## config.mk

```make
export PLATFORM = sky130hd
export DESIGN_NAME = clock_preset_write_sequencer
export DESIGN_NICKNAME = d
export VERILOG_FILES = /design/src/rtl/cpws_pkg.sv /design/src/rtl/cpws_divider.sv /design/src/rtl/clock_preset_write_sequencer.sv
export VERILOG_INCLUDE_DIRS = /design/src /design/src/rtl
export SDC_FILE = /design/constraint.sdc
export NUM_CORES = 2
export LEC_CHECK = 0
export ABC_CLOCK_PERIOD_IN_PS = 55700
export BUFFER_PORTS_ARGS = -buffer_cell sky130_fd_sc_hd__buf_2
export CAP_MARGIN = 0
export CORE_MARGIN = 2
export CORE_UTILIZATION = 60
export CTS_CLUSTER_DIAMETER = 80
export CTS_CLUSTER_SIZE = 12
export DETAILED_ROUTE_END_ITERATION = 8
export PLACE_DENSITY = 0.74
export SLEW_MARGIN = 20
export SYNTH_ARGS = -nofsm -noshare
export SYNTH_HDL_FRONTEND = slang
export SYNTH_HIERARCHICAL = 1
export SYNTH_SLANG_ARGS = --single-unit
```

## constraint.sdc

```tcl
create_clock -name aclk -period 55.7 [get_ports aclk]
set_input_delay 11.14 -clock aclk [delete_from_list [all_inputs] [get_ports aclk]]
set_output_delay 11.14 -clock aclk [all_outputs]
set_load 0.01 [all_outputs]
```

## src/rtl/clock_preset_write_sequencer_defines.svh

```systemverilog
// ----------------------------------------------------------------------------
// Assertion macros for the clock preset write sequencer
// Shared concurrent check templates, clocked on aclk and held off in reset.
// ----------------------------------------------------------------------------
`ifndef CLOCK_PRESET_WRITE_SEQUENCER_DEFINES_SVH
`define CLOCK_PRESET_WRITE_SEQUENCER_DEFINES_SVH

// Same-cycle implication
`define CPWS_ASSERT_SAME(lbl, ante, cons, msg) \
    lbl: assert property (@(posedge aclk) disable iff (!aresetn) (ante) |-> (cons)) \
        else $error(msg);

// Next-cycle implication
`define CPWS_ASSERT_NEXT(lbl, ante, cons, msg) \
    lbl: assert property (@(posedge aclk) disable iff (!aresetn) (ante) |=> (cons)) \
        else $error(msg);

`endif

```

## src/rtl/cpws_pkg.sv

```systemverilog
// ----------------------------------------------------------------------------
// cpws_pkg
// Types, constants and helpers shared by the clock preset write sequencer.
// ----------------------------------------------------------------------------
`default_nettype none

package cpws_pkg;

    // Result item targets
    typedef enum logic [2:0] {
        TGT_NONE = 3'd0,
        TGT_FREQ = 3'd1,
        TGT_FLL  = 3'd2,
        TGT_WAIT = 3'd3,
        TGT_MRS2 = 3'd4,
        TGT_MRS3 = 3'd5,
        TGT_LOCK = 3'd6
    } target_t;

    // Configuration register indexes
    typedef enum logic [1:0] {
        REG_FREQ_CTRL  = 2'd0,
        REG_FLL_FREQ   = 2'd1,
        REG_SDRAM_WAIT = 2'd2,
        REG_SNAP_VALID = 2'd3
    } cfg_reg_t;

    localparam int LEVEL_W   = 3;
    localparam int FLF_W     = 14;
    localparam int RAISED_W  = 15;
    localparam int NUM_W     = 21;
    localparam int QUO_W     = 16;
    localparam int PCT_W     = 16;
    localparam int MAX_ITEMS = 7;
    localparam int CNT_W     = 3;

    localparam logic [LEVEL_W-1:0]  MAX_LEVEL      = 3'd5;
    localparam logic [LEVEL_W-1:0]  LEVEL_DEFAULT  = 3'd0;
    localparam logic [RAISED_W-1:0] FLF_CAP_SINGLE = 15'd1023;
    localparam logic [RAISED_W-1:0] FLF_CAP        = 15'h3FFF;
    localparam logic [21:0]         PCT_SCALE      = 22'd100;

    // Bus frequency thresholds for the minimum row cycle
    localparam logic [NUM_W-1:0] BUS_RC3 = 21'd3479;
    localparam logic [NUM_W-1:0] BUS_RC2 = 21'd2320;
    localparam logic [NUM_W-1:0] BUS_RC1 = 21'd1450;

    localparam logic [31:0] TURBO_WAIT    = 32'h0000_4892;
    localparam logic [31:0] CAS_MASK      = 32'h0000_0180;
    localparam logic [31:0] CAS_CL2_BITS  = 32'h0000_0080;
    localparam logic [31:0] FLL_LOW_MASK  = 32'h0000_7FFF;
    localparam logic [31:0] FLF_MASK      = 32'h0000_3FFF;
    localparam logic [31:0] FLL_DBL_BIT   = 32'h0000_4000;

    localparam logic [1:0] CAS_CODE_CL2 = 2'd1;
    localparam logic [1:0] CAS_CODE_CL3 = 2'd2;

    localparam logic [PCT_W-1:0] PCT_DEFAULT = 16'd100;
    localparam logic [PCT_W-1:0] PCT_TURBO   = 16'd200;

    // Sideband that rides along the percent divider
    typedef struct packed {
        logic                valid;
        logic [LEVEL_W-1:0]  level;
        logic [1:0]          min_rc;
        logic [RAISED_W-1:0] raised;
    } tag_t;

    // One register write or marker
    typedef struct packed {
        target_t     target;
        logic [31:0] value;
    } item_t;

    // FLF increment per speed level
    function automatic logic [8:0] step_of(input logic [LEVEL_W-1:0] lv);
        logic [8:0] s;
        begin
            case (lv)
                3'd1:    s = 9'd50;
                3'd2:    s = 9'd150;
                3'd3:    s = 9'd235;
                3'd4:    s = 9'd345;
                default: s = 9'd0;
            endcase
            return s;
        end
    endfunction

endpackage

`default_nettype wire

```

## src/rtl/cpws_divider.sv

```systemverilog
// ----------------------------------------------------------------------------
// cpws_divider
// Pipelined restoring divider, one quotient bit per stage, with sideband.
// ----------------------------------------------------------------------------
`default_nettype none

module cpws_divider import cpws_pkg::*; (
    input  wire logic               aclk,
    input  wire logic               aresetn,
    input  wire logic               en,
    input  wire tag_t               in_tag,
    input  wire logic [NUM_W-1:0]   in_num,
    input  wire logic [FLF_W-1:0]   in_den,
    output tag_t                    out_tag,
    output logic [QUO_W-1:0]        out_quo
);

    localparam int STAGES = QUO_W;

    tag_t             tag_reg  [STAGES+1];
    logic [FLF_W-1:0] rem_reg  [STAGES+1];
    logic [QUO_W-1:0] low_reg  [STAGES+1];
    logic [QUO_W-1:0] quo_reg  [STAGES+1];
    logic [FLF_W-1:0] den_reg  [STAGES+1];

    tag_t             tag_next [STAGES+1];
    logic [FLF_W-1:0] rem_next [STAGES+1];
    logic [QUO_W-1:0] low_next [STAGES+1];
    logic [QUO_W-1:0] quo_next [STAGES+1];
    logic [FLF_W-1:0] den_next [STAGES+1];

    logic [FLF_W:0]   trial    [STAGES+1];
    logic [FLF_W:0]   diff     [STAGES+1];
    logic             ge       [STAGES+1];

    // Load: the quotient fits 16 bits, so the top numerator bits seed the remainder
    always_comb begin
        tag_next[0] = in_tag;
        rem_next[0] = FLF_W'(in_num[NUM_W-1:QUO_W]);
        low_next[0] = in_num[QUO_W-1:0];
        quo_next[0] = '0;
        den_next[0] = in_den;
        trial[0]    = '0;
        diff[0]     = '0;
        ge[0]       = 1'b0;
        for (int k = 1; k <= STAGES; k++) begin
            trial[k]    = {rem_reg[k-1], low_reg[k-1][QUO_W-1]};
            diff[k]     = trial[k] - {1'b0, den_reg[k-1]};
            ge[k]       = trial[k] >= {1'b0, den_reg[k-1]};
            rem_next[k] = ge[k] ? diff[k][FLF_W-1:0] : trial[k][FLF_W-1:0];
            low_next[k] = {low_reg[k-1][QUO_W-2:0], 1'b0};
            quo_next[k] = {quo_reg[k-1][QUO_W-2:0], ge[k]};
            tag_next[k] = tag_reg[k-1];
            den_next[k] = den_reg[k-1];
        end
    end

    // Advance all stages together
    always_ff @(posedge aclk) begin
        if (!aresetn) begin
            for (int k = 0; k <= STAGES; k++) begin
                tag_reg[k] <= '0;
            end
        end else if (en) begin
            for (int k = 0; k <= STAGES; k++) begin
                tag_reg[k] <= tag_next[k];
            end
        end
    end

    always_ff @(posedge aclk) begin
        if (en) begin
            for (int k = 0; k <= STAGES; k++) begin
                rem_reg[k] <= rem_next[k];
                low_reg[k] <= low_next[k];
                quo_reg[k] <= quo_next[k];
                den_reg[k] <= den_next[k];
            end
        end
    end

    assign out_tag = tag_reg[STAGES];
    assign out_quo = quo_reg[STAGES];

endmodule

`default_nettype wire

```

## src/rtl/clock_preset_write_sequencer.sv

```systemverilog
// Each request carries a speed level (0..7, above 5 taken as 5) and yields an
// ordered burst of 1 to 7 result items: register writes for the frequency
// control, FLL and SDRAM wait registers, mode-set markers and FLL lock waits,
// built from the boot snapshots in the configuration registers. The last item
// of a burst carries the rounded new clock in percent. A request travels
// through two front stages and a 17-stage percent divider, then loads the
// burst register; the result channel drains that register at one item per
// cycle while m_tready is high, and the whole pipeline holds while a burst
// is still draining, so the next burst loads in the cycle its predecessor's
// last item is taken.
// ----------------------------------------------------------------------------
// clock_preset_write_sequencer
// Speed level to clock and SDRAM register write sequence.
// ----------------------------------------------------------------------------
`default_nettype none

module clock_preset_write_sequencer import cpws_pkg::*; (
    input  wire logic        aclk,
    input  wire logic        aresetn,
    // Configuration write port
    input  wire logic        cfg_wr_en,
    input  wire logic [1:0]  cfg_addr,
    input  wire logic [31:0] cfg_wdata,
    // Request channel
    input  wire logic        s_tvalid,
    output logic             s_tready,
    input  wire logic [7:0]  s_tdata,   // [2:0] level
    // Result channel
    output logic             m_tvalid,
    input  wire logic        m_tready,
    output logic [2:0]       m_tuser,   // [2:0] target
    output logic [47:0]      m_tdata,   // [31:0] write_value, [47:32] speed_percent
    output logic             m_tlast
);

    `include "clock_preset_write_sequencer_defines.svh"

    // Configuration registers
    logic [31:0] boot_freq_reg;
    logic [31:0] boot_fll_reg;
    logic [31:0] boot_wait_reg;
    logic        snapshot_valid_reg;

    always_ff @(posedge aclk) begin
        if (!aresetn) begin
            boot_freq_reg      <= '0;
            boot_fll_reg       <= '0;
            boot_wait_reg      <= '0;
            snapshot_valid_reg <= 1'b0;
        end else if (cfg_wr_en) begin
            case (cfg_reg_t'(cfg_addr))
                REG_FREQ_CTRL:  boot_freq_reg      <= cfg_wdata;
                REG_FLL_FREQ:   boot_fll_reg       <= cfg_wdata;
                REG_SDRAM_WAIT: boot_wait_reg      <= cfg_wdata;
                REG_SNAP_VALID: snapshot_valid_reg <= cfg_wdata[0];
                default: ;
            endcase
        end
    end

    // Fields of the snapshots
    logic [FLF_W-1:0] base;
    logic             dbl;
    logic [5:0]       pll;
    logic [2:0]       bdiv;

    assign base = boot_fll_reg[FLF_W-1:0];
    assign dbl  = boot_fll_reg[14];
    assign pll  = boot_freq_reg[29:24];
    assign bdiv = boot_freq_reg[10:8];

    // Pipeline advance: burst register empty or giving up its last item
    logic [CNT_W-1:0] cnt_reg;
    logic             adv;

    assign adv      = (cnt_reg == '0) || ((cnt_reg == CNT_W'(1)) && m_tready);
    assign s_tready = adv;

    // Stage 1: capture request, clamp level
    logic               s1_valid_reg;
    logic [LEVEL_W-1:0] s1_level_reg;
    logic [LEVEL_W-1:0] s1_level_next;

    assign s1_level_next = (s_tdata[LEVEL_W-1:0] > MAX_LEVEL) ? MAX_LEVEL
                                                              : s_tdata[LEVEL_W-1:0];

    always_ff @(posedge aclk) begin
        if (!aresetn) begin
            s1_valid_reg <= 1'b0;
        end else if (adv) begin
            s1_valid_reg <= s_tvalid;
        end
    end

    always_ff @(posedge aclk) begin
        if (adv) begin
            s1_level_reg <= s1_level_next;
        end
    end

    // Stage 2: raised multiplier, percent numerator product, bus product
    logic                s2_valid_reg;
    logic [LEVEL_W-1:0]  s2_level_reg;
    logic [RAISED_W-1:0] s2_raised_reg;
    logic [NUM_W-1:0]    s2_prod_reg;
    logic [NUM_W-1:0]    s2_bus_reg;

    logic [RAISED_W-1:0] raised_sum;
    logic [RAISED_W-1:0] s2_raised_next;
    logic [RAISED_W-1:0] flf_eff;
    logic [6:0]          pll_mul;
    logic [21:0]         prod_full;
    logic [21:0]         bus_full;

    always_comb begin
        raised_sum     = RAISED_W'(base) + RAISED_W'(step_of(s1_level_reg));
        s2_raised_next = (!dbl && (raised_sum > FLF_CAP_SINGLE)) ? FLF_CAP_SINGLE
                                                                 : raised_sum;
        flf_eff        = dbl ? {base, 1'b0} : {1'b0, base};
        pll_mul        = {1'b0, pll} + 7'd1;
        prod_full      = 22'(s2_raised_next) * PCT_SCALE;
        bus_full       = 22'(flf_eff) * 22'(pll_mul);
    end

    always_ff @(posedge aclk) begin
        if (!aresetn) begin
            s2_valid_reg <= 1'b0;
        end else if (adv) begin
            s2_valid_reg <= s1_valid_reg;
        end
    end

    always_ff @(posedge aclk) begin
        if (adv) begin
            s2_level_reg  <= s1_level_reg;
            s2_raised_reg <= s2_raised_next;
            s2_prod_reg   <= prod_full[NUM_W-1:0];
            s2_bus_reg    <= bus_full[NUM_W-1:0];
        end
    end

    // Stage 3: rounding bias, bus frequency and minimum row cycle
    logic [NUM_W-1:0] num;
    logic [NUM_W-1:0] bus;
    logic [3:0]       bus_shift;
    logic [1:0]       min_rc;
    tag_t             dv_in_tag;

    always_comb begin
        num       = s2_prod_reg + NUM_W'(base >> 1);
        bus_shift = {1'b0, bdiv} + 4'd1;
        bus       = s2_bus_reg >> bus_shift;
        if (bus >= BUS_RC3) begin
            min_rc = 2'd3;
        end else if (bus >= BUS_RC2) begin
            min_rc = 2'd2;
        end else if (bus >= BUS_RC1) begin
            min_rc = 2'd1;
        end else begin
            min_rc = 2'd0;
        end
        dv_in_tag.valid  = s2_valid_reg;
        dv_in_tag.level  = s2_level_reg;
        dv_in_tag.min_rc = min_rc;
        dv_in_tag.raised = s2_raised_reg;
    end

    // Percent division
    tag_t             dv_tag;
    logic [QUO_W-1:0] dv_quo;

    cpws_divider u_div (
        .aclk    (aclk),
        .aresetn (aresetn),
        .en      (adv),
        .in_tag  (dv_in_tag),
        .in_num  (num),
        .in_den  (base),
        .out_tag (dv_tag),
        .out_quo (dv_quo)
    );

    // Build the burst for the request leaving the divider
    item_t            burst      [MAX_ITEMS];
    logic [CNT_W-1:0] burst_n;
    logic [PCT_W-1:0] burst_pct;
    logic [FLF_W-1:0] wr_flf;
    logic [31:0]      w_tight;
    logic [1:0]       cl;

    always_comb begin
        for (int i = 0; i < MAX_ITEMS; i++) begin
            burst[i] = '{target: TGT_NONE, value: 32'd0};
        end
        burst_n   = '0;
        burst_pct = PCT_DEFAULT;
        cl        = boot_wait_reg[8:7];
        wr_flf    = (dv_tag.raised > FLF_CAP) ? FLF_CAP[FLF_W-1:0]
                                              : dv_tag.raised[FLF_W-1:0];
        w_tight   = boot_wait_reg;
        if (!snapshot_valid_reg) begin
            burst_n = CNT_W'(1);
        end else begin
            burst[burst_n] = '{target: TGT_FREQ, value: boot_freq_reg};
            burst_n = burst_n + CNT_W'(1);
            if (dv_tag.level == LEVEL_DEFAULT) begin
                // Boot clock, then tighten SDRAM timing
                burst[burst_n] = '{target: TGT_FLL, value: boot_fll_reg};
                burst_n = burst_n + CNT_W'(1);
                burst[burst_n] = '{target: TGT_LOCK, value: 32'd0};
                burst_n = burst_n + CNT_W'(1);
                if (cl == CAS_CODE_CL3) begin
                    w_tight = (boot_wait_reg & ~CAS_MASK) | CAS_CL2_BITS;
                    burst[burst_n] = '{target: TGT_WAIT, value: w_tight};
                    burst_n = burst_n + CNT_W'(1);
                    burst[burst_n] = '{target: TGT_MRS2, value: 32'd0};
                    burst_n = burst_n + CNT_W'(1);
                end
                if (w_tight[1:0] > dv_tag.min_rc) begin
                    burst[burst_n] = '{target: TGT_WAIT,
                                       value: {w_tight[31:2], dv_tag.min_rc}};
                    burst_n = burst_n + CNT_W'(1);
                end
            end else begin
                // Restore boot SDRAM timing
                burst[burst_n] = '{target: TGT_WAIT, value: boot_wait_reg};
                burst_n = burst_n + CNT_W'(1);
                if (cl == CAS_CODE_CL2) begin
                    burst[burst_n] = '{target: TGT_MRS2, value: 32'd0};
                    burst_n = burst_n + CNT_W'(1);
                end else if (cl == CAS_CODE_CL3) begin
                    burst[burst_n] = '{target: TGT_MRS3, value: 32'd0};
                    burst_n = burst_n + CNT_W'(1);
                end
                if (dv_tag.level == MAX_LEVEL) begin
                    // Turbo: doubling bit and turbo timing
                    burst[burst_n] = '{target: TGT_WAIT, value: TURBO_WAIT};
                    burst_n = burst_n + CNT_W'(1);
                    burst[burst_n] = '{target: TGT_MRS2, value: 32'd0};
                    burst_n = burst_n + CNT_W'(1);
                    burst[burst_n] = '{target: TGT_FLL,
                                       value: (boot_fll_reg & ~FLL_LOW_MASK) | FLL_DBL_BIT
                                              | 32'(base)};
                    burst_n = burst_n + CNT_W'(1);
                    if (base != '0) begin
                        burst_pct = PCT_TURBO;
                    end
                end else begin
                    // FLF step
                    burst[burst_n] = '{target: TGT_FLL,
                                       value: (boot_fll_reg & ~FLF_MASK) | 32'(wr_flf)};
                    burst_n = burst_n + CNT_W'(1);
                    if (base != '0) begin
                        burst_pct = dv_quo;
                    end
                end
                burst[burst_n] = '{target: TGT_LOCK, value: 32'd0};
                burst_n = burst_n + CNT_W'(1);
            end
        end
    end

    // Burst register: load a new burst or shift out the head item
    item_t            frame_reg  [MAX_ITEMS];
    item_t            frame_next [MAX_ITEMS];
    logic [CNT_W-1:0] cnt_next;
    logic [PCT_W-1:0] pct_reg;
    logic             m_hs;

    assign m_hs = m_tvalid && m_tready;

    always_comb begin
        cnt_next = cnt_reg;
        for (int i = 0; i < MAX_ITEMS; i++) begin
            frame_next[i] = frame_reg[i];
        end
        if (adv) begin
            cnt_next = dv_tag.valid ? burst_n : '0;
            for (int i = 0; i < MAX_ITEMS; i++) begin
                frame_next[i] = burst[i];
            end
        end else if (m_hs) begin
            cnt_next = cnt_reg - CNT_W'(1);
            for (int i = 0; i < MAX_ITEMS - 1; i++) begin
                frame_next[i] = frame_reg[i+1];
            end
        end
    end

    always_ff @(posedge aclk) begin
        if (!aresetn) begin
            cnt_reg <= '0;
        end else begin
            cnt_reg <= cnt_next;
        end
    end

    always_ff @(posedge aclk) begin
        for (int i = 0; i < MAX_ITEMS; i++) begin
            frame_reg[i] <= frame_next[i];
        end
        if (adv) begin
            pct_reg <= burst_pct;
        end
    end

    // Result channel
    logic [PCT_W-1:0] pct_out;

    assign m_tvalid = cnt_reg != '0;
    assign m_tlast  = cnt_reg == CNT_W'(1);
    assign pct_out  = m_tlast ? pct_reg : '0;
    assign m_tuser  = frame_reg[0].target;
    assign m_tdata  = {pct_out, frame_reg[0].value};

    // Checks
    `CPWS_ASSERT_NEXT(a_burst_loads, adv && dv_tag.valid, m_tvalid,
        "burst not presented after load")
    `CPWS_ASSERT_SAME(a_level_clamped, dv_tag.valid, dv_tag.level <= MAX_LEVEL,
        "unclamped level reached the burst stage")
    `CPWS_ASSERT_NEXT(a_no_snapshot_single, adv && dv_tag.valid && !snapshot_valid_reg,
        cnt_reg == CNT_W'(1), "request without snapshot must give one item")
    `CPWS_ASSERT_SAME(a_none_is_last, m_tvalid && (frame_reg[0].target == TGT_NONE),
        m_tlast, "empty item must end its burst")

endmodule

`default_nettype wire
```

# == Word level (Yosys, flattened, before mapping) ==
# Memories as Yosys holds them, arrays and structs flattened.
# Index checks and enable logic that the tools add are counted.
# W data, S select, Z words.
# classes
n_addsub,26
mul,2
magnitude_cmp,33
eq_ne,11
n_shift,1
mux,97
n_bitwise,34
n_reduce_logical,21
# op_table
op,n
$mux W245,6
$bwmux W245,3
$demux W35 S3,5
$mux W210,2
$mux W21,17
$mux W35,10
$ge A15 B14 Y1,16
$and A238 B238 Y238,1
$mux W14,17
$not A238 Y238,1
$and A231 B231 Y231,1
$not A231 Y231,1
$sub A14 B14 Y14,16
$and A195 B196 Y196,1
$not A196 Y196,1
$mux W70,2
$mux W69,1
$mux W32,2
$or A32 B14 Y32,2
$or A48 B49 Y49,1
$mux W16,3
$ge A21 B12 Y1 const B,2
$mux W3,14
$pmux W9 S4,1
41 further kinds,99
# word_totals
regBits,179
ramBits,1622
output_inout_bits,54
wordCells,244
memories,6
# memory_table
memory,words,word_bits,read_ports,rd_clocked_by_memory_dff,wr,line_no,source
u_div.tag_reg,17,21,17,0,17,cpws_divider.sv:20,tag_t tag_reg [STAGES+1];
u_div.low_reg,17,16,16,0,17,cpws_divider.sv:22,logic [QUO_W-1:0] low_reg [STAGES+1];
u_div.quo_reg,17,16,17,0,17,cpws_divider.sv:23,logic [QUO_W-1:0] quo_reg [STAGES+1];
frame_reg,7,35,7,0,7,clock_preset_write_sequencer.sv:264,item_t frame_reg [MAX_ITEMS];
u_div.den_reg,17,14,16,0,17,cpws_divider.sv:24,logic [FLF_W-1:0] den_reg [STAGES+1];
u_div.rem_reg,17,14,16,0,17,cpws_divider.sv:21,logic [FLF_W-1:0] rem_reg [STAGES+1];

# == Depth between registers and ports, before layout ==
# logic_depth
depth_word,21
ltp_mapped,26

# == Hierarchy ==
# The synthesis kept the hierarchy.
# modules_own_cells
mod,instances,cells_per_inst,area_per_inst_um2,seq_area_each_um2
cpws_divider,1,3335,47486.8,32070.8
clock_preset_write_sequencer,1,2189,22525.4,10570.1

# == Worst setup path after synthesis ==
# No wires, ideal clock.
# synth_timing
path_type,input port to output port
startpoint,input m_tready
endpoint,output s_tready
arrival_time_ns,33.056
t_required_ns,44.560
setup_slack_ns,11.504
stages,5
n_path_buf,2
path_cell_list,a21oi_1 > or2_0 > clkbuf_1 > inv_1 > clkbuf_1
# synth_via
elab_chain_cells,2
# synth_rtl
item,line_no,source
from (decl),clock_preset_write_sequencer.sv:30,"input wire logic m_tready,"
$logic_and A1 B1 Y1,clock_preset_write_sequencer.sv:76,assign adv = (cnt_reg == '0) || ((cnt_reg == CNT_W'(1)) && m_tready);
$logic_or A1 B1 Y1,clock_preset_write_sequencer.sv:76,
to (decl),clock_preset_write_sequencer.sv:26,"output logic s_tready,"
# No other way between the ends.

# == Worst setup path after layout ==
# Ends and elaborated chain as after synthesis.

==> out/results.txt <==
STA classifies the critical path endpoint as an output port. The later pin in the worst-skew pair is clocked with a latency of 0.76 ns. The portion of total power attributed to sequential cells is 41.7%. The library cell appearing most often on the critical path is sky130_fd_sc_hd__buf_2. Longest individual stage delay on the worst path: 0.71 ns. Summed over all failing endpoints, the final setup total negative slack is 0 ns.

In this design, the largest share of critical-path delay is due to simple AND/OR/NAND/NOR gates. Counting the fill cells in the layout gives 8,354. Leaving out filler cells and counting taps, the final layout contains 7,186. In this run, the number of DRC markers left after iteration 0 of detailed routing was 3,802. The worst vdd rail ir drop was 39.8 uV. Synthesis inferred 1,454 register bits. The number of hold-repair buffers added at the cts stage is 0. Most used flip-flop cell after synthesis: sky130_fd_sc_hd__edfxtp_1. The worst hold path passes through 0 cells. Number of flip-flops under the largest register name: 357. The number of gates resized after CTS was 0.

The tools report the core utilization of the finished layout as 65.7%. The length in cells of the worst reg-to-reg path was 26; the final routed DRC violation total was 0. For the pin with the worst max-slew slack, the measured transition is 1.13 ns. The run gives 139 as the number of clock buffers inserted by TritonCTS.

Yosys mapped the design onto 88 distinct sky130hd cell types. The clock arrives with 0.0272 ns of skew. The flow ran to the end, and the final reports show no timing, DRC or antenna violations.

The run gives 44.56 ns as the required time at the endpoint of the critical path. The logs give 0 for the number of pins with negative max-slew slack in the final report and 1,454 for the total clock sinks. The run gives 3.32 mW as the cell-internal power. The master of the slowest instance on the critical path is sky130_fd_sc_hd__or2_4. The cell count after placement is 6,972. For this run, asynchronously set or reset flops after synthesis account for 0%.

The number of global-route vias before repair was 41,100; the static power due to leakage was 31.8 nW. The total number of nets in the final design is 6,080. From left edge to right edge, the die measures 346 um. Summing every instance area after synthesis gives 70,000 um2. Summed over all nets, the switching power comes to 1.86 mW. Sorting the synthesized cells by how often they occur yields sky130_fd_sc_hd__edfxtp_1 (1,352), sky130_fd_sc_hd__nand2_1 (566), sky130_fd_sc_hd__inv_1 (429).

The detailed router placed 42,000 vias in this run. The antenna violation net count after detailed routing came out at 0. After detailed routing, the number of vias per cell comes to 5.85. Number of enable flip-flop cells after synthesis: 1,352.

TritonCTS built the clock tree. Dividing total power by cell area gives a power density of 68.1 nW/um2. The longest clock path from root to sink contains 3 buffers. The critical path goes through buf_2, a21oi_1, or2_4, inv_8, buf_2. The number of warning messages in the yosys log was 6; the detailed-route wire length per cell was 19.4 um.

The number of buffers inserted to repair setup after CTS was 0. The count of input and output buffers works out to 95. The die covers 119,000 um2. After legalization and detailed placement, the total HPWL measured 91,900 um. In this run the core area contains 125 standard-cell rows. The hold violation count in the final report is 0.

The dominant cell by count in the synthesized netlist is sky130_fd_sc_hd__edfxtp_1. Max-cap violations in this run came to 0. The run gives 19 as the number of antenna violations at the first check in global routing.

The clock period could shrink to 23.69 ns. The tools report the destination of the worst hold path as u_div/quo_reg[13][6]$_DFFE_PP_. The total nets after synthesis was 6,014; the number of iterations in the first detailed-routing pass was 6. The ratio of cells with drive above 1 in the final layout is 9.26%. In this run the critical register-to-register path is captured at s2_prod_reg[20]$_DFFE_PN_. The initial utilization of the core area, before any placement, comes to 60.4%. For this block, the routed nets add up to 140,000 um of wire. The tools report the cell at the root of the clock tree as sky130_fd_sc_hd__clkbuf_16.

Sorting the synthesized cells by area gives the leading types as sky130_fd_sc_hd__edfxtp_1 (58%), sky130_fd_sc_hd__ha_1 (6.3%), sky130_fd_sc_hd__and3_1 (3.4%), sky130_fd_sc_hd__nand2_1 (3.0%), sky130_fd_sc_hd__dfxtp_1 (2.9%). In this run, the combinational gates consume 41.7% of the power. The kind of critical path was input port to output port.

The synthesized design devotes to its leading area cell type 58.0% of total area. The maximum fanout encountered on the critical timing path is 70. Setup repair after global routing left no endpoint under its margin. The total overflow left after global routing is 0.

The setup-violating endpoint count in the final report is 0. The floorplan step set the die height to 346 um. In the global route stage, overall resource usage came out at 23.3%.

The relative contribution of the clock network to total power was 16.6%; the arrival time at the worst endpoint was 12.55 ns. The signed area change from the synthesized netlist to the final layout is 8.68%, and the portion of the clock cycle consumed by the worst path in the final layout is 42.5%. The average footprint of a synthesized cell was 12.7 um2.

The worst hold path belongs to the class register to register. Portion of the post-synthesis area used by sequential elements: 60.9%. Cell taking the most area after synthesis: sky130_fd_sc_hd__edfxtp_1. The clock tree synthesis step divided the H-tree into 4 levels. Synthesis produced 5,524 cells. For the standard cell core area, the log shows 116,000 um2.

The worst register-to-register path begins at s1_level_reg[2]$_SDFFCE_PN1N_. Type of element launching the critical path: an input port. Clock-pin slew on the worst setup and hold paths: 0.06 ns. The achievable frequency is 42.2 MHz. The congestion estimate from routability-driven global placement came to 0.878.

Final hold analysis gives a worst-case slack of 0.412 ns. In this run the register-to-register setup slack is 48.51 ns. The first global-routing pass estimated 221,000 um of wire. The buffering stage count on the worst path with inverters included came out at 3. In this run the most critical hold path is launched from u_div/quo_reg[12][5]$_DFFE_PP_.

The net switching share of the total power is 35.9%, and the I/O pin total is 101. Entering global routing, the biggest net connects 209 pins. Measured against its own limit, the worst slew margin works out to 24.3%.
[per-stage QoR]
| stage | total power [mW] | setup WS, ns | area [um2] |
|---|---|---|---|
| after CTS | 5.21 | 31.99 | 76100 |
| after detailed placement | 4.33 | 32.00 | 72100 |
| final | 5.18 | 32.01 | 76100 |
| after global placement | 4.25 | 31.99 | 72100 |
| after global routing | 5.55 | 31.93 | 76100 |
| after floorplan | 4.12 | 11.50 | 70000 |
[worst register-to-register path, stage by stage, from the launching register on]
cell	delay, ns
sky130_fd_sc_hd__edfxtp_1	0.56
sky130_fd_sc_hd__nor3b_1	0.39
sky130_fd_sc_hd__a21o_1	0.22
sky130_fd_sc_hd__ha_1	0.24
sky130_fd_sc_hd__inv_1	0.07
sky130_fd_sc_hd__fa_1	0.37
sky130_fd_sc_hd__nand2b_1	0.19
sky130_fd_sc_hd__a21oi_1	0.27
sky130_fd_sc_hd__o211ai_1	0.16
sky130_fd_sc_hd__a21oi_1	0.32
sky130_fd_sc_hd__or2_2	0.20
sky130_fd_sc_hd__a41oi_1	0.12
sky130_fd_sc_hd__buf_4	0.26
sky130_fd_sc_hd__nand2b_1	0.36
sky130_fd_sc_hd__ha_1	0.40
sky130_fd_sc_hd__ha_1	0.28
sky130_fd_sc_hd__inv_1	0.05
sky130_fd_sc_hd__fa_1	0.53
sky130_fd_sc_hd__inv_1	0.04
sky130_fd_sc_hd__ha_1	0.33
sky130_fd_sc_hd__a211oi_1	0.31
sky130_fd_sc_hd__o21ai_0	0.20
sky130_fd_sc_hd__a211oi_1	0.36
sky130_fd_sc_hd__o21ai_0	0.21
sky130_fd_sc_hd__a31oi_1	0.23
sky130_fd_sc_hd__o21bai_1	0.10
sky130_fd_sc_hd__xnor2_1	0.14
[area by class of cell]
class / instances / area [um2] / share of cell area (%)
tap: 1524 / 1910 / 2.51
antenna: 6 / 15.0 / 0.0197
multi-input combinational: 3408 / 24900 / 32.7
timing repair buffer: 158 / 1010 / 1.33
inverter: 429 / 1620 / 2.13
clock buffer: 191 / 3690 / 4.86
sequential: 1454 / 42600 / 56.0
clock inverter: 16 / 305 / 0.401
[placed cells by master (no fill, tap or decap), types with 85 or more instances in the layout]
cell and instances:
sky130_fd_sc_hd__and3_1 385, sky130_fd_sc_hd__ha_1 352, sky130_fd_sc_hd__xnor2_1 130, sky130_fd_sc_hd__fa_1 91
sky130_fd_sc_hd__edfxtp_1 1352, sky130_fd_sc_hd__a21boi_0 107, sky130_fd_sc_hd__o21ai_0 212, sky130_fd_sc_hd__nand3_1 99
sky130_fd_sc_hd__a21oi_1 204, sky130_fd_sc_hd__inv_1 428, sky130_fd_sc_hd__clkbuf_16 140, sky130_fd_sc_hd__mux2_2 140
sky130_fd_sc_hd__nor2_1 211, sky130_fd_sc_hd__dfxtp_1 101, sky130_fd_sc_hd__buf_2 94, sky130_fd_sc_hd__a21o_1 85
sky130_fd_sc_hd__nand2_1 565
[worst max-delay path by stage]
stage	from	end	slack [ns]	cells past startpoint
floorplan	m_tready	s_tready	11.50	5
global placement	m_tready	s_tready	31.99	5
detailed placement	m_tready	s_tready	32.00	5
CTS	m_tready	s_tready	31.99	5
global route	m_tready	s_tready	31.93	5
finish	m_tready	s_tready	32.01	5
[per-layer routing]
metal	GRT usage, %	vias to the layer above	share of wire (%)
met5	0	-	0.095
met2	37.7	1150	47
met3	4.70	267	6.5
li1	-	20300	-
met4	7.52	22	2.7
met1	31.9	20300	43
[power groups by stage]
stage | clock network (mW) | registers (mW) | logic [mW]
after global routing | 0.921 | 2.21 | 2.42
after floorplan | 0 | 2.42 | 1.70
after global placement | 0 | 2.17 | 2.08
after detailed placement | 0 | 2.19 | 2.14
final | 0.858 | 2.16 | 2.16
after CTS | 0.878 | 2.17 | 2.16
[logic make-up (layout without fill, tap and decap cells)]
group                    count (synthesis)  in the layout  synth area share (%)
multiplexers                           217            217                  3.56
adder cells (fa/ha/maj)                443            443                  8.89
flip-flops                            1454           1454                  60.9
XOR/XNOR                               198            198                  2.48
other                                    0              6                     0
AND/OR/NAND/NOR                       1566           1566                  11.0
AO/OA/AOI/OAI                          984            984                  9.51
buffers and inverters                  662            794                  3.63
(Power assumes the default switching activity.)
